## src/design/kdc_pkg.sv

```systemverilog
// Package for the key debounce and click counter block.
// Holds register indexes, reset values, widths and the structs shared by all modules.
// Depends on nothing.
package kdc_pkg;

  // Field widths
  localparam int SAMPLE_W  = 10;
  localparam int TIME_W    = 32;
  localparam int STEPS_W   = 6;
  localparam int TIMEOUT_W = 16;
  localparam int NIBBLE_W  = 4;
  localparam int CODE_W    = 8;
  localparam int KEYS_W    = 2;
  localparam int CFG_IDX_W = 2;
  localparam int CFG_DATA_W = 16;

  // Configuration register indexes
  localparam logic [CFG_IDX_W-1:0] REG_FILTER_STEPS      = 2'd0;
  localparam logic [CFG_IDX_W-1:0] REG_CLICK_TIMEOUT_MS  = 2'd1;
  localparam logic [CFG_IDX_W-1:0] REG_RELEASE_THRESHOLD = 2'd2;

  // Reset values
  localparam logic [STEPS_W-1:0]   RESET_FILTER_STEPS = 6'd30;
  localparam logic [TIMEOUT_W-1:0] RESET_TIMEOUT_MS   = 16'd500;
  localparam logic [SAMPLE_W-1:0]  RESET_THRESHOLD    = 10'd1;
  localparam logic [SAMPLE_W-1:0]  FULL_SCALE         = 10'd1023;
  localparam logic [STEPS_W-1:0]   RESET_FILTER_COUNT = 6'd1;

  // Live configuration
  typedef struct packed {
    logic [STEPS_W-1:0]   filter_steps;
    logic [TIMEOUT_W-1:0] click_timeout_ms;
    logic [SAMPLE_W-1:0]  release_threshold;
  } cfg_t;

  // Key state after one sample, handed to the click tracker
  typedef struct packed {
    logic                push;
    logic [NIBBLE_W-1:0] keys;
  } key_evt_t;

endpackage

```

## src/design/kdc_in_if.sv

```systemverilog
// Input channel of the key debounce block: one ADC conversion and its timestamp.
// Depends on kdc_pkg.
interface kdc_in_if
  import kdc_pkg::*;
();
  logic                valid;
  logic                ready;
  logic [SAMPLE_W-1:0] sample;
  logic [TIME_W-1:0]   now_ms;

  modport source (output valid, output sample, output now_ms, input ready);
  modport sink   (input valid, input sample, input now_ms, output ready);
endinterface

```

## src/design/kdc_out_if.sv

```systemverilog
// Result channel of the key debounce block: key bitmap, event and sensor value.
// Depends on kdc_pkg.
interface kdc_out_if
  import kdc_pkg::*;
();
  logic                valid;
  logic                ready;
  logic                channel;
  logic [KEYS_W-1:0]   keys_down;
  logic                event_valid;
  logic [CODE_W-1:0]   event_code;
  logic [SAMPLE_W-1:0] sensor_value;

  modport source (output valid, output channel, output keys_down, output event_valid,
                  output event_code, output sensor_value, input ready);
  modport sink   (input valid, input channel, input keys_down, input event_valid,
                  input event_code, input sensor_value, output ready);
endinterface

```

## src/design/kdc_chan.sv

```systemverilog
// Per-channel state: round-robin channel pointer, sensor sample window,
// integrating debounce counters and the debounced key bits. Depends on kdc_pkg.
module kdc_chan
  import kdc_pkg::*;
#(
  parameter int CHANNELS = 2
) (
  input  logic                clk,
  input  logic                rst,
  input  logic                step,
  input  logic [SAMPLE_W-1:0] sample,
  input  cfg_t                cfg,
  output logic                channel,
  output logic [SAMPLE_W-1:0] sensor_value,
  output key_evt_t            key_evt
);
  localparam int CH_W = (CHANNELS > 1) ? $clog2(CHANNELS) : 1;
  localparam logic [CH_W-1:0] LAST_CH = CH_W'(CHANNELS - 1);

  logic [CH_W-1:0]     next_channel;
  logic [CHANNELS-1:0] key_down_bits;
  logic [STEPS_W-1:0]  filter_count [CHANNELS];
  logic [SAMPLE_W-1:0] older_sample [CHANNELS];
  logic [SAMPLE_W-1:0] newer_sample [CHANNELS];
  logic [SAMPLE_W-1:0] held_sensor  [CHANNELS];

  logic [CH_W-1:0]     ch;
  logic [SAMPLE_W-1:0] p0;
  logic [SAMPLE_W-1:0] p1;
  logic                window_ok;
  logic                released;
  logic                down;
  logic [STEPS_W:0]    cnt;
  logic [STEPS_W:0]    cnt_adj;
  logic                toggle;
  logic [CHANNELS-1:0] key_bit;
  logic [CHANNELS-1:0] key_down_bits_next;
  logic [STEPS_W-1:0]  filter_count_next;

  // Sensor window and debounce counter for the current channel
  always_comb begin
    ch        = next_channel;
    p0        = older_sample[ch];
    p1        = newer_sample[ch];
    window_ok = (p0 > cfg.release_threshold) && (p1 > cfg.release_threshold) &&
                (sample > cfg.release_threshold);
    released  = sample > cfg.release_threshold;
    down      = key_down_bits[ch];
    cnt       = {1'b0, filter_count[ch]};
    if (released == down) begin
      cnt_adj = cnt + 1'b1;
    end else if (cnt != '0) begin
      cnt_adj = cnt - 1'b1;
    end else begin
      cnt_adj = '0;
    end
    toggle  = cnt_adj >= {1'b0, cfg.filter_steps};
    key_bit = CHANNELS'(1) << ch;
    key_down_bits_next = toggle ? (key_down_bits ^ key_bit) : key_down_bits;
    filter_count_next  = toggle ? '0 : cnt_adj[STEPS_W-1:0];
  end

  // Results for this transaction
  always_comb begin
    channel       = ch[0];
    sensor_value  = window_ok ? p1 : held_sensor[ch];
    key_evt.push  = toggle && (key_down_bits == '0);
    key_evt.keys  = NIBBLE_W'(key_down_bits_next);
  end

  // Advance channel state on each transaction
  always_ff @(posedge clk) begin
    if (rst) begin
      next_channel  <= '0;
      key_down_bits <= '0;
      for (int i = 0; i < CHANNELS; i++) begin
        filter_count[i] <= RESET_FILTER_COUNT;
        older_sample[i] <= FULL_SCALE;
        newer_sample[i] <= FULL_SCALE;
        held_sensor[i]  <= FULL_SCALE;
      end
    end else if (step) begin
      next_channel     <= (ch == LAST_CH) ? '0 : ch + 1'b1;
      key_down_bits    <= key_down_bits_next;
      filter_count[ch] <= filter_count_next;
      older_sample[ch] <= p1;
      newer_sample[ch] <= sample;
      if (window_ok) begin
        held_sensor[ch] <= p1;
      end
    end
  end

endmodule

```

## src/design/kdc_click.sv

```systemverilog
// Click run tracker: counts pushes of the same key set and reports the run
// after a quiet timeout. Depends on kdc_pkg.
module kdc_click
  import kdc_pkg::*;
(
  input  logic              clk,
  input  logic              rst,
  input  logic              step,
  input  logic [TIME_W-1:0] now_ms,
  input  cfg_t              cfg,
  input  key_evt_t          key_evt,
  output logic              event_valid,
  output logic [CODE_W-1:0] event_code
);
  logic [NIBBLE_W-1:0] click_keys;
  logic [NIBBLE_W-1:0] click_count;
  logic [TIME_W-1:0]   click_time;

  logic [NIBBLE_W-1:0] keys_mid;
  logic [NIBBLE_W-1:0] count_mid;
  logic [TIME_W-1:0]   time_mid;
  logic [TIME_W-1:0]   elapsed;
  logic                fire;

  // Extend or restart the run on a push from all released
  always_comb begin
    keys_mid  = click_keys;
    count_mid = click_count;
    time_mid  = click_time;
    if (key_evt.push) begin
      time_mid = now_ms;
      if (click_keys == key_evt.keys) begin
        count_mid = click_count + 1'b1;
      end else begin
        keys_mid  = key_evt.keys;
        count_mid = NIBBLE_W'(1);
      end
    end
  end

  // Report the run once the quiet time has passed; a push is reported as well
  always_comb begin
    elapsed     = now_ms - time_mid;
    fire        = (keys_mid != '0) && (elapsed >= TIME_W'(cfg.click_timeout_ms));
    event_valid = key_evt.push || fire;
    if (fire) begin
      event_code = {count_mid, keys_mid};
    end else if (key_evt.push) begin
      event_code = {{NIBBLE_W{1'b0}}, key_evt.keys};
    end else begin
      event_code = '0;
    end
  end

  always_ff @(posedge clk) begin
    if (rst) begin
      click_keys  <= '0;
      click_count <= '0;
      click_time  <= '0;
    end else if (step) begin
      click_keys  <= fire ? '0 : keys_mid;
      click_count <= fire ? '0 : count_mid;
      click_time  <= time_mid;
    end
  end

endmodule

```

## src/design/key_debounce_click_counter.sv

```systemverilog
// Top level of the key debounce and click counter block.
// Depends on kdc_pkg, kdc_in_if, kdc_out_if, kdc_chan and kdc_click.
//
//   channel   role    payload
//   samples   sink    sample[9:0], now_ms[31:0]
//   results   source  channel, keys_down[1:0], event_valid, event_code[7:0],
//                     sensor_value[9:0]
//   cfg_*     write   cfg_index[1:0], cfg_data[15:0]
//
// One transaction per cycle sustained while results are taken. A sample is
// captured in the input register, processed combinationally against the channel
// and click state, and lands in the result register.
// Result back-pressure holds the input register; samples.ready stays high
// whenever the result register drains or is empty.
// Synchronous reset clears the valid flags, resets channel and click state and loads default register values.
module key_debounce_click_counter
  import kdc_pkg::*;
#(
  parameter int CHANNELS = 2
) (
  input  logic                  clk,
  input  logic                  rst,
  input  logic                  cfg_write,
  input  logic [CFG_IDX_W-1:0]  cfg_index,
  input  logic [CFG_DATA_W-1:0] cfg_data,
  kdc_in_if.sink                samples,
  kdc_out_if.source             results
);
  cfg_t cfg;

  // Input register
  logic                s_valid;
  logic [SAMPLE_W-1:0] s_sample;
  logic [TIME_W-1:0]   s_now_ms;

  // Result register
  logic                r_valid;
  logic                r_channel;
  logic [KEYS_W-1:0]   r_keys_down;
  logic                r_event_valid;
  logic [CODE_W-1:0]   r_event_code;
  logic [SAMPLE_W-1:0] r_sensor_value;

  logic                step;
  logic                c_channel;
  logic [SAMPLE_W-1:0] c_sensor_value;
  key_evt_t            key_evt;
  logic                c_event_valid;
  logic [CODE_W-1:0]   c_event_code;

  // Configuration writes
  always_ff @(posedge clk) begin
    if (rst) begin
      cfg.filter_steps      <= RESET_FILTER_STEPS;
      cfg.click_timeout_ms  <= RESET_TIMEOUT_MS;
      cfg.release_threshold <= RESET_THRESHOLD;
    end else if (cfg_write) begin
      unique case (cfg_index)
        REG_FILTER_STEPS:      cfg.filter_steps      <= cfg_data[STEPS_W-1:0];
        REG_CLICK_TIMEOUT_MS:  cfg.click_timeout_ms  <= cfg_data[TIMEOUT_W-1:0];
        REG_RELEASE_THRESHOLD: cfg.release_threshold <= cfg_data[SAMPLE_W-1:0];
        default: ;
      endcase
    end
  end

  // Advance when the input register is full and the result register frees up
  assign step          = s_valid && (!r_valid || results.ready);
  assign samples.ready = !s_valid || step;

  // Capture input transactions
  always_ff @(posedge clk) begin
    if (rst) begin
      s_valid <= 1'b0;
    end else if (samples.ready) begin
      s_valid <= samples.valid;
    end
  end

  always_ff @(posedge clk) begin
    if (samples.valid && samples.ready) begin
      s_sample <= samples.sample;
      s_now_ms <= samples.now_ms;
    end
  end

  kdc_chan #(
    .CHANNELS(CHANNELS)
  ) u_chan (
    .clk          (clk),
    .rst          (rst),
    .step         (step),
    .sample       (s_sample),
    .cfg          (cfg),
    .channel      (c_channel),
    .sensor_value (c_sensor_value),
    .key_evt      (key_evt)
  );

  kdc_click u_click (
    .clk         (clk),
    .rst         (rst),
    .step        (step),
    .now_ms      (s_now_ms),
    .cfg         (cfg),
    .key_evt     (key_evt),
    .event_valid (c_event_valid),
    .event_code  (c_event_code)
  );

  // Hold results until taken
  always_ff @(posedge clk) begin
    if (rst) begin
      r_valid <= 1'b0;
    end else if (step) begin
      r_valid <= 1'b1;
    end else if (results.ready) begin
      r_valid <= 1'b0;
    end
  end

  always_ff @(posedge clk) begin
    if (step) begin
      r_channel      <= c_channel;
      r_keys_down    <= key_evt.keys[KEYS_W-1:0];
      r_event_valid  <= c_event_valid;
      r_event_code   <= c_event_code;
      r_sensor_value <= c_sensor_value;
    end
  end

  assign results.valid        = r_valid;
  assign results.channel      = r_channel;
  assign results.keys_down    = r_keys_down;
  assign results.event_valid  = r_event_valid;
  assign results.event_code   = r_event_code;
  assign results.sensor_value = r_sensor_value;

endmodule

```

## src/flat_wrapper.sv

```systemverilog
// flat-port wrapper written by rule: the top's interface ports become plain ports
module key_debounce_click_counter_flat import kdc_pkg::*;
#(
  parameter int CHANNELS = 2
)
  (clk, rst, cfg_write, cfg_index, cfg_data, samples_valid, samples_sample, samples_now_ms, samples_ready, results_valid, results_channel, results_keys_down, results_event_valid, results_event_code, results_sensor_value, results_ready);
  kdc_in_if samples_i ();
  kdc_out_if results_i ();
  input  logic clk;
  input  logic rst;
  input  logic cfg_write;
  input  logic [CFG_IDX_W-1:0] cfg_index;
  input  logic [CFG_DATA_W-1:0] cfg_data;
  input wire logic [$bits(samples_i.valid)-1:0] samples_valid;
  input wire logic [$bits(samples_i.sample)-1:0] samples_sample;
  input wire logic [$bits(samples_i.now_ms)-1:0] samples_now_ms;
  output wire logic [$bits(samples_i.ready)-1:0] samples_ready;
  output wire logic [$bits(results_i.valid)-1:0] results_valid;
  output wire logic [$bits(results_i.channel)-1:0] results_channel;
  output wire logic [$bits(results_i.keys_down)-1:0] results_keys_down;
  output wire logic [$bits(results_i.event_valid)-1:0] results_event_valid;
  output wire logic [$bits(results_i.event_code)-1:0] results_event_code;
  output wire logic [$bits(results_i.sensor_value)-1:0] results_sensor_value;
  input wire logic [$bits(results_i.ready)-1:0] results_ready;
  assign samples_i.valid = samples_valid;
  assign samples_i.sample = samples_sample;
  assign samples_i.now_ms = samples_now_ms;
  assign samples_ready = samples_i.ready;
  assign results_valid = results_i.valid;
  assign results_channel = results_i.channel;
  assign results_keys_down = results_i.keys_down;
  assign results_event_valid = results_i.event_valid;
  assign results_event_code = results_i.event_code;
  assign results_sensor_value = results_i.sensor_value;
  assign results_i.ready = results_ready;
  key_debounce_click_counter #(.CHANNELS(CHANNELS)) u_core (.clk(clk), .rst(rst), .cfg_write(cfg_write), .cfg_index(cfg_index), .cfg_data(cfg_data), .samples(samples_i), .results(results_i));
endmodule
```

## config.mk

```make
export PLATFORM = sky130hd
export DESIGN_NAME = key_debounce_click_counter_flat
export DESIGN_NICKNAME = d
export VERILOG_FILES = /design/src/design/kdc_pkg.sv /design/src/design/kdc_in_if.sv /design/src/design/kdc_out_if.sv /design/src/design/kdc_chan.sv /design/src/design/kdc_click.sv /design/src/design/key_debounce_click_counter.sv /design/src/flat_wrapper.sv
export SDC_FILE = /design/constraint.sdc
export NUM_CORES = 1
export LEC_CHECK = 0
export BUFFER_PORTS_ARGS = -buffer_cell sky130_fd_sc_hd__buf_2
export CELL_PAD_IN_SITES_DETAIL_PLACEMENT = 1
export CELL_PAD_IN_SITES_GLOBAL_PLACEMENT = 2
export CORE_ASPECT_RATIO = 1.4
export CORE_MARGIN = 2
export CORE_UTILIZATION = 40
export DETAILED_ROUTE_END_ITERATION = 12
export MAX_ROUTING_LAYER = met4
export PLACE_DENSITY_LB_ADDON = 0.1
export SETUP_SLACK_MARGIN = 0.4
export SLEW_MARGIN = 20
export SYNTH_ARGS = -nofsm -noshare
export SYNTH_HDL_FRONTEND = slang
export SYNTH_SLANG_ARGS = --single-unit
export TNS_END_PERCENT = 5
```

## constraint.sdc

```tcl
create_clock -name clk -period 24 [get_ports clk]
set_clock_uncertainty 0.05 [all_clocks]
set_input_delay 4.8 -clock clk [delete_from_list [all_inputs] [get_ports clk]]
set_output_delay 4.8 -clock clk [all_outputs]
set_load 0.005 [all_outputs]
```

Yosys cells after proc, flatten, opt, wreduce, memory -nomap -nowiden
Memory sizes are Yosys's and may differ from the RTL's. A register that Yosys moved wholly into a read port is not among the register bits.
Cells that the tools add are included.
{ "classes": {"bitwise": 1, "reduce_logical": 23, "addsub": 5, "n_eq_ne": 4, "magnitude_cmp": 6, "mux": 48, "shifts": 1} }
{ "op_table": {"columns": ["op", "n"], "rows": [
  ["10-bit 2-to-1 mux", 4],
  ["32-bit by 16-bit >= comparator with 1-bit output", 1],
  ["32-bit 2-to-1 mux", 1],
  ["32-bit subtractor", 1],
  ["10-bit greater-than comparator", 3],
  ["1-bit 2-to-1 mux", 30],
  ["10-bit OR reduction", 3],
  ["4-bit 2-to-1 mux", 6],
  ["7-bit 2-to-1 mux", 2],
  ["6-bit 2-to-1 mux", 2],
  ["8-bit 2-to-1 mux", 1],
  ["6-bit by 1-bit adder with 7-bit output, second input constant", 1],
  ["7-bit by 6-bit >= comparator with 1-bit output", 1],
  ["6-bit by 1-bit subtractor with 7-bit output, second input constant", 1],
  ["1-bit logical AND", 6],
  ["2-bit AND reduction", 3],
  ["6-bit nonzero test", 1],
  ["6-bit OR reduction", 1],
  ["4-bit by 1-bit adder with 4-bit output, second input constant", 1],
  ["4-bit by 2-bit == test with 1-bit output", 1],
  ["2-bit logical NOT", 2],
  ["2-bit 2-to-1 mux", 2],
  ["4-bit nonzero test", 1],
  ["1-bit logical OR", 3],
  ["9 further kinds", 10]
]} }
{ "totals": {"inputBits": 65, "register_bits": 141, "n_memories": 4, "wordCells": 109, "mem_bits_rw": 72, "output_inout_bits": 24} }
{ "mem_list": {"columns": ["name", "words", "width", "read_ports", "rd_clocked_by_memory_dff", "wr", "line_no", "source"], "rows": [
  ["u_core.u_chan.held_sensor", 2, 10, 1, 1, 2, "kdc_chan.sv:25", "logic [SAMPLE_W-1:0] held_sensor [CHANNELS];"],
  ["u_core.u_chan.newer_sample", 2, 10, 1, 1, 2, "kdc_chan.sv:24", "logic [SAMPLE_W-1:0] newer_sample [CHANNELS];"],
  ["u_core.u_chan.older_sample", 2, 10, 1, 1, 2, "kdc_chan.sv:23", "logic [SAMPLE_W-1:0] older_sample [CHANNELS];"],
  ["u_core.u_chan.filter_count", 2, 6, 1, 1, 2, "kdc_chan.sv:22", "logic [STEPS_W-1:0] filter_count [CHANNELS];"]
]} }

Depth between registers and ports, before layout
Gate-level depths: netlist of the first run.
{ "logic_depth": {"word_depth": 12, "ltp_mapped": 46, "ltp_nobuf": 40} }

Cells and area by module
From an unflattened synthesis of the first run, not the netlist that was laid out.
{ "hier_totals": {"cells_unflattened": 1208, "hier_area_um2": 12378.1} }
{ "by_module_without_submodules": {"columns": ["module", "instances", "cells_each", "area_per_inst_um2", "seq_area_each_um2"], "rows": [
  ["kdc_chan", 1, 431, 4616.9, 2242.2],
  ["kdc_click", 1, 567, 4383.0, 800.8],
  ["key_debounce_click_counter", 1, 210, 3378.2, 2602.5]
]} }

Least setup slack after synthesis of the first run
No wires, ideal clock.
{ "synth_timing": {"path_type": "input port to output port", "startpoint": "input results_ready", "endpoint": "output samples_ready", "path_slack_ps": 14084, "path_buffers": 0, "t_arrival_ps": 5066, "path_stages": 2, "required_ps": 19150, "cell_sequence": "nor2b_1 nand2_1"} }
{ "synth_via": {"elab_chain_cells": 3} }
{ "synth_rtl": {"columns": ["element", "line_no", "source"], "rows": [
  ["from (decl)", "flat_wrapper.sv:24", "input wire logic [$bits(results_i.ready)-1:0] results_ready;"],
  ["1-bit logical OR", "key_debounce_click_counter.sv:68", "assign step = s_valid && (!r_valid || results.ready);"],
  ["1-bit logical AND", "key_debounce_click_counter.sv:68", null],
  ["1-bit logical OR", "key_debounce_click_counter.sv:69", "assign samples.ready = !s_valid || step;"],
  ["to (decl)", "flat_wrapper.sv:17", "output wire logic [$bits(samples_i.ready)-1:0] samples_ready;"]
]} }
No other way between the ends.

Worst setup path after layout of the first run
Ends and elaborated chain as after synthesis.

==> impl_metrics.csv, run 1 <==
group,metric,value,unit
worst_setup_path,crit_required,19.15,ns
cells_and_area,drive_above_1_share,0.128,
routing,wire_per_inst,19.1,um
synth,syn_nets,1358,
grt,grt_pass1_vias,9697,
cells_and_area,multi_input_area,0.00578,mm^2
clock_tree,cts-resized-gates,0,
worst_setup_path,cp-end-kind,"output pin",
worst_setup_path,start_kind,"input pin",
grt,grt.total_usage,0.216,
clock_tree,cts_tree,"done",
cells_and_area,ff_latch_area,0.00565,mm^2
cells_and_area,n_antenna_cell,0,
sta,worst_slew_pin_slew,0.984,ns
cells_and_area,layout_common_cells,"142 x nand2_1, 136 x edfxtp_1, 103 x nor2_1",
synth,synth-compound-area-share,0.150,
worst_setup_path,cp_num_buf_inv,2,
min_path,min-delay-start,"u_core.cfg[25]",
floorplan,io_pins,89,
floorplan,rows,74,
floorplan,die-height,208,um
worst_setup_path,worstSetupPathType,"input pin to output pin",
grt,grt_pass1_wl,51.8,mm
placed_design,dpl.hpwl,23.3,mm
pwr,power.density,75.3,mW/mm^2
synth,synth_top_area_share,0.343,
sta,max_freq,0.0983,GHz
synth,synth_edf_count,136,
min_path,worstHoldPathCells,2,
synth,ys_seq_area_frac,0.474,
min_path,min_path_type,"flip-flop to flip-flop",
sta,rsz0062_at_grt,"false",
routing,firstDrtPassIters,4,
grt,grt.overflow.total,0,
synth,syn_inst,1209,
worst_setup_path,r2r-start,"u_core.s_sample[9]",
cells_and_area,fillers,3384,
synth,syn_area,0.0119,mm^2
synth,synth_top_family_by_area,"simple AND/OR/NAND/NOR gates",
floorplan,die_area,0.0312,mm^2
routing,avgViaCountPerCell,5.42,
worst_setup_path,crit_family,"simple AND/OR/NAND/NOR gates",
synth,ys_top_cells_by_area,"edfxtp_1 34%, dfxtp_1 13%, ha_1 8.7%, mux2i_1 4.5%, nand2_1 4.5%",
clock_tree,htreeDepth,1,
floorplan,die_width,150,um
worst_setup_path,path_cells,"buf_2, nor2b_1, nand2_1, buf_2",
outcome,status,"complete, no violations",
routing,ant_nets,0,
synth,synthXorXnorAreaFrac,0.0228,
worst_setup_path,path_max_fanout,4,
cells_and_area,syn2layout_area_growth,12.9,%
routing,drt-initial-drc-count,268,
sta,tns,0,ns
worst_setup_path,r2r_cells,39,
worst_setup_path,cpMostUsedCell,"buf_2",
sta,timing.final.crit_share,0.424,
clock_tree,cts_root_buf,"clkbuf_16",
cells_and_area,finalCoreUtilization,0.460,
synth,synthFlopType,"edfxtp_1",
synth,muxShareOfSynthArea,0.0567,
sta,holdWs,0.411,ns
worst_setup_path,slowest_stage,"nor2b_1",
pwr,power_leakage,4.85,nW
sta,fin_crit,10.17,ns
synth,avgSynthCellArea,9.85,um^2
grt,grt_max_degree,66,
synth,ys_types,64,
worst_setup_path,critical_path_depth,4,
worst_setup_path,crit_start,"results_ready",
grt,antenna_found_initial,0,
placed_design,pre_cts_ws,13.79,ns
clock_tree,ctsHoldBuffers,0,
sta,maxSlewHeadroom,0.343,
sta,report.final.setup_viol,0,
placed_design,gp_congestion,0.815,
synth,yosys_warnings,0,
synth,synth_top_area_cell,"edfxtp_1",
floorplan,core,0.0293,mm^2
synth,ys_ff_latch,214,
cells_and_area,fin_nets,1432,
sta,slew_violations,0,
clock_tree,cts_setup_buffers,0,
clock_tree,clk_pin_slew_worst_paths,0.06,ns
clock_tree,cts_made_buffers,24,
sta,hold_viol_final,0,
synth,synthAdderAreaFrac,0.0906,
worst_setup_path,crit_arrival,5.32,ns
synth,ys_async_sr_fraction,0,
routing,num_vias,9111,
worst_setup_path,critical-path-max-stage-delay,0.20,ns
floorplan,start_util,0.407,
placed_design,numPortBuffers,88,
synth,yosys.area_share.simple,0.164,
clock_tree,cts_buffer_depth,3,
cells_and_area,final_common_cell,"nand2_1",
routing,drc,0,
sta,fin_ws,13.83,ns
routing,wirelength,32.2,mm
clock_tree,clkLatencyLatePin,0.54,ns
clock_tree,clock-sinks,214,
job,timing.max_cap.violations,0,
pwr,peakVddDrop,57.5,uV
## registers in the layout, summed over array words and instances, names as in the netlist, 2 cells and up, named ones only
register	flops
u_core.u_chan.newer_sample	20
u_core.s_sample	10
u_core.results.keys_down	2
u_core.u_chan.filter_count	12
u_core.u_click.click_time	32
u_core.cfg	32
u_core.u_click.click_keys	4
u_core.s_now_ms	32
u_core.results.event_code	8
u_core.u_chan.older_sample	20
u_core.u_click.click_count	4
u_core.u_chan.key_down_bits	2
u_core.results.sensor_value	10
u_core.u_chan.held_sensor	20
## where the power goes
| group | switching [W] | internal, W | total (W) |
|---|---|---|---|
| Combinational | 0.000155 | 0.0000890 | 0.000244 |
| Clock | 0.000155 | 0.000197 | 0.000352 |
| Sequential | 0.00000855 | 0.000409 | 0.000417 |
| Total | 0.000318 | 0.000695 | 0.00101 |
## cell usage after synthesis, drive strengths merged, types with 18 or more instances
| cell type | n |
|---|---|
| ha | 83 |
| dfxtp | 78 |
| a211oi | 50 |
| nand3 | 22 |
| a21oi | 86 |
| o21ai | 49 |
| nand4 | 18 |
| mux2i | 55 |
| xnor2 | 18 |
| nand2 | 143 |
| clkbuf | 42 |
| nor2 | 103 |
| nor2b | 25 |
| nand2b | 31 |
| o211ai | 21 |
| inv | 73 |
| nor3 | 24 |
| edfxtp | 136 |
## cell families after synthesis
kind of cell / Yosys count
muxes: 65
and+or+nand+nor: 415
AOI/OAI and AO/OA: 274
adders and majority gates: 86
DFF: 214
xor gates and xnor gates: 31
buffers and inverters: 124
## cell type report
class | count | share of cell area
Inverter | 73 | 0.0204
Sequential cell | 214 | 0.420
Timing Repair Buffer | 99 | 0.0389
Clock buffer | 30 | 0.0495
Clock inverter | 14 | 0.00595
Multi-Input combinational cell | 871 | 0.430
Tap cell | 380 | 0.0354
## worst min-delay path, stage by stage, from the launching register on
cell	delay, ns
dfxtp_1	0.31
nand2_1	0.05
a21oi_1	0.05
## through the flow
stage / area, um^2 / power (W) / std cells
global placement: 12700 / 0.000667 / 1637
detailed placement: 12700 / 0.000672 / 1637
global route: 13400 / 0.00107 / 1681
finish: 13400 / 0.00101 / 1681
floorplan: 11900 / 0.000599 / 1209
CTS: 13400 / 0.00103 / 1681
## metal layers
metal | share of wire | track usage
met1 | 0.40 | 0.233
met4 | 0.026 | 0.0612
met5 | 0 | -
met2 | 0.55 | 0.412
met3 | 0.022 | 0.0204
## final timing paths
check | endpoint | slack (ns)
max | samples_ready | 13.83
min | u_core.cfg[25] | 0.41
max reg2reg | u_core.results.event_valid | 13.91
min reg2reg | u_core.cfg[25] | 0.41
Power figures use the tool's default switching activity.
==> run 2: changes to the inputs <==
--- a/config.mk
+++ b/config.mk
@@ -5,12 +5,13 @@
 export SDC_FILE = /design/constraint.sdc
 export NUM_CORES = 1
 export LEC_CHECK = 0
+export ABC_AREA = 1
 export BUFFER_PORTS_ARGS = -buffer_cell sky130_fd_sc_hd__buf_2
 export CELL_PAD_IN_SITES_DETAIL_PLACEMENT = 1
 export CELL_PAD_IN_SITES_GLOBAL_PLACEMENT = 2
 export CORE_ASPECT_RATIO = 1.4
 export CORE_MARGIN = 2
-export CORE_UTILIZATION = 40
+export CORE_UTILIZATION = 34
 export DETAILED_ROUTE_END_ITERATION = 12
 export MAX_ROUTING_LAYER = met4
 export PLACE_DENSITY_LB_ADDON = 0.1
==> constraint.sdc (replaced) <==
create_clock -name clk -period 9.2 [get_ports clk]
set_clock_uncertainty 0.05 [all_clocks]
set_input_delay 1.84 -clock clk [delete_from_list [all_inputs] [get_ports clk]]
set_output_delay 1.84 -clock clk [all_outputs]
set_load 0.005 [all_outputs]
==> impl_metrics.csv, run 2 <==
group,metric,value,unit
pwr,power.density,206,mW/mm^2
routing,num_vias,9520,
pwr,p_sw,0.000936,W
clock_tree,cts_setup_buffers,0,
cells_and_area,drive_above_1_share,0.130,
clock_tree,clkLatencyLatePin,0.53,ns
worst_setup_path,crit_arrival,8.03,ns
placed_design,numPortBuffers,88,
clock_tree,cts_buffer_depth,3,
worst_setup_path,cp-end-kind,"flip-flop",
cells_and_area,top_regs,"u_core.cfg: 32 flops, u_core.s_now_ms: 32 flops, u_core.u_click.click_time: 32 flops",
pwr,p_clk_frac,0.340,
synth,yosys_warnings,0,
synth,ys_seq_area_frac,0.472,
cells_and_area,fin_nets,1635,
grt,antenna_found_initial,0,
routing,ant_nets,0,
min_path,min-delay-start,"u_core.cfg[11]",
synth,synthFlopType,"edfxtp_1",
synth,synth_edf_count,136,
synth,synth-compound-area-share,0.115,
pwr,p_total,0.00282,W
worst_setup_path,crit_required,9.41,ns
grt,grt.total_usage,0.208,
floorplan,die_area,0.0367,mm^2
synth,syn_inst,1399,
synth,ys_ff_latch,214,
worst_setup_path,worstReg2RegEnd,"u_core.results.event_code[1]",
synth,synthAdderAreaFrac,0.0885,
clock_tree,htreeDepth,1,
sta,hold_viol_final,0,
clock_tree,clock-sinks,214,
cells_and_area,syn2layout_area_growth,14.5,%
routing,drt-initial-drc-count,362,
synth,ys_types,51,
routing,drc,0,
sta,rsz0062_at_grt,"false",
sta,timing.final.crit_share,0.850,
synth,synth_top_family_by_area,"simple AND/OR/NAND/NOR gates",
grt,grt_pass1_vias,10200,
worst_setup_path,critical-path-max-stage-delay,0.40,ns
worst_setup_path,cp_num_buf_inv,4,
worst_setup_path,crit_family,"simple AND/OR/NAND/NOR gates",
pwr,peakVddDrop,161,uV
routing,wirelength,36.1,mm
floorplan,start_util,0.343,
floorplan,die_width,163,um
pwr,sw_frac_of_total,0.332,
placed_design,dpl.hpwl,27.9,mm
worst_setup_path,r2r-start,"u_core.s_sample[9]",
sta,fin_crit,7.82,ns
floorplan,io_pins,89,
clock_tree,cts_tree,"done",
synth,synthXorXnorAreaFrac,0.0168,
clock_tree,ctsHoldBuffers,0,
floorplan,core,0.0349,mm^2
routing,avgViaCountPerCell,4.86,
synth,muxShareOfSynthArea,0.0226,
synth,synthTopCellsByCount,"333 x nand2_1, 201 x inv_1, 136 x edfxtp_1",
grt,grt.overflow.total,0,
grt,grt_max_degree,60,
clock_tree,cts_root_buf,"clkbuf_16",
sta,tns,0,ns
synth,avgSynthCellArea,8.55,um^2
min_path,min_path_type,"flip-flop to flip-flop",
pwr,sequentialPowerShare,0.387,
sta,slew_violations,0,
sta,worst_slew_pin_slew,1.06,ns
synth,yosys.area_share.simple,0.205,
clock_tree,cts-resized-gates,0,
synth,synth_top_area_share,0.341,
sta,max_freq,0.128,GHz
pwr,intPower,0.00189,W
grt,grt_pass1_wl,56.8,mm
worst_setup_path,path_max_fanout,18,
floorplan,die-height,226,um
synth,ys_async_sr_fraction,0,
worst_setup_path,worstSetupPathType,"flip-flop to flip-flop",
sta,report.final.setup_viol,0,
cells_and_area,n_antenna_cell,0,
worst_setup_path,start_kind,"flip-flop",
cells_and_area,layout_common_cells,"332 x nand2_1, 199 x inv_1, 136 x edfxtp_1",
clock_tree,cts_made_buffers,24,
floorplan,rows,81,
sta,maxSlewHeadroom,0.290,
cells_and_area,final_common_cell,"nand2_1",
pwr,combPwrFrac,0.273,
min_path,worstHoldPathCells,2,
synth,syn_area,0.0120,mm^2
placed_design,gp_congestion,0.842,
clock_tree,clk_pin_slew_worst_paths,0.06,ns
outcome,status,"complete, no violations",
worst_setup_path,rrSetupSlack,1.38,ns
job,timing.max_cap.violations,0,
worst_setup_path,r2r_cells,53,
synth,syn_nets,1548,
pwr,power_leakage,5.89,nW
worst_setup_path,slowest_stage,"fa_1",
synth,yosysMostFrequentCell,"nand2_1",
worst_setup_path,cpMostUsedCell,"nand2_1",
routing,firstDrtPassIters,5,
sta,holdWs,0.421,ns
min_path,worstHoldEndpoint,"u_core.cfg[11]",
synth,synth_top_area_cell,"edfxtp_1",
synth,ys_top_cells_by_area,"edfxtp_1 34%, dfxtp_1 13%, nand2_1 10%, ha_1 8.7%, inv_1 6.3%",
routing,wire_per_inst,18.4,um
==> run 2: cell types whose count changed in the layout (fill, tap and decap cells not counted), moves of 15 or more <==
cell | previous run | this run
o211ai_1 | 21 | 36
nor2b_1 | 25 | 0
nand3_1 | 22 | 47
o21ai_0 | 48 | 80
a211oi_1 | 48 | 3
inv_1 | 71 | 199
nand2_1 | 142 | 332
mux2i_1 | 54 | 27
nand2b_1 | 31 | 0
nand2_2 | 1 | 16
==> run 2: stage by stage <==
stage | worst slack (ns) | cells | utilization | area (um^2)
2_1_floorplan | 2.01 | 1399 | - | 12000
3_3_place_gp | 1.41 | 1916 | 0.370 | 12900
3_5_place_dp | 1.13 | 1916 | 0.370 | 12900
4_1_cts | 1.09 | 1960 | 0.393 | 13700
5_1_grt | 0.464 | 1960 | 0.393 | 13700
6_report | 1.38 | 1960 | 0.393 | 13700
==> run 2: worst max-delay path by stage <==
stage	start	slack (ns)	cells past startpoint	to
6_report	u_core.s_sample[9]	1.38	53	u_core.results.event_code[1]
3_5_place_dp	u_core.s_sample[9]	1.13	55	u_core.results.event_code[1]
2_1_floorplan	flip-flop	2.01	59	u_core.results.event_code[1]
5_1_grt	u_core.s_sample[9]	0.46	54	u_core.results.event_code[1]
4_1_cts	u_core.s_sample[9]	1.09	55	u_core.results.event_code[1]
3_3_place_gp	flip-flop	1.41	53	u_core.results.event_code[1]
==> run 2: final cells by class <==
cell class,count,area [um^2]
clock buffers,30,654
clock inverters,14,119
fillers,4191,21200
inverters,207,781
multi-input cells,936,5370
flip-flops and latches,214,5650
well taps,456,571
repair buffers,103,553
==> run 2: per-layer routing <==
layer	wire length [um]	GRT usage	vias to the layer above
li1	-	-	4838
met2	20200	0.416	121
met5	0	-	-
met1	13900	0.206	4512
met3	892	0.0200	49
met4	1120	0.0679	0
==> run 2: power groups by stage <==
stage	logic [W]	clock network [W]	registers, W
after floorplan	0.000551	0	0.00111
after global placement	0.000772	0	0.00111
after detailed placement	0.000781	0	0.00111
after CTS	0.000785	0.000991	0.00109
after global routing	0.000882	0.00103	0.00110
final	0.000769	0.000960	0.00109
==> run 2: cell families after synthesis <==
kind of cell,Yosys count
buf+inv,249
simple gates,561
mux,27
xor+xnor,23
flops,214
compound gates,241
fa+ha+maj,84
==> run 2: worst register-to-register path: cells and delay by family, from the launching register on <==
family	cells	cell delay, ns
simple gates	34	3.64
compound gates	9	1.53
fa+ha+maj	5	1.47
flops	1	0.39
buf+inv	4	0.30
xor+xnor	1	0.15
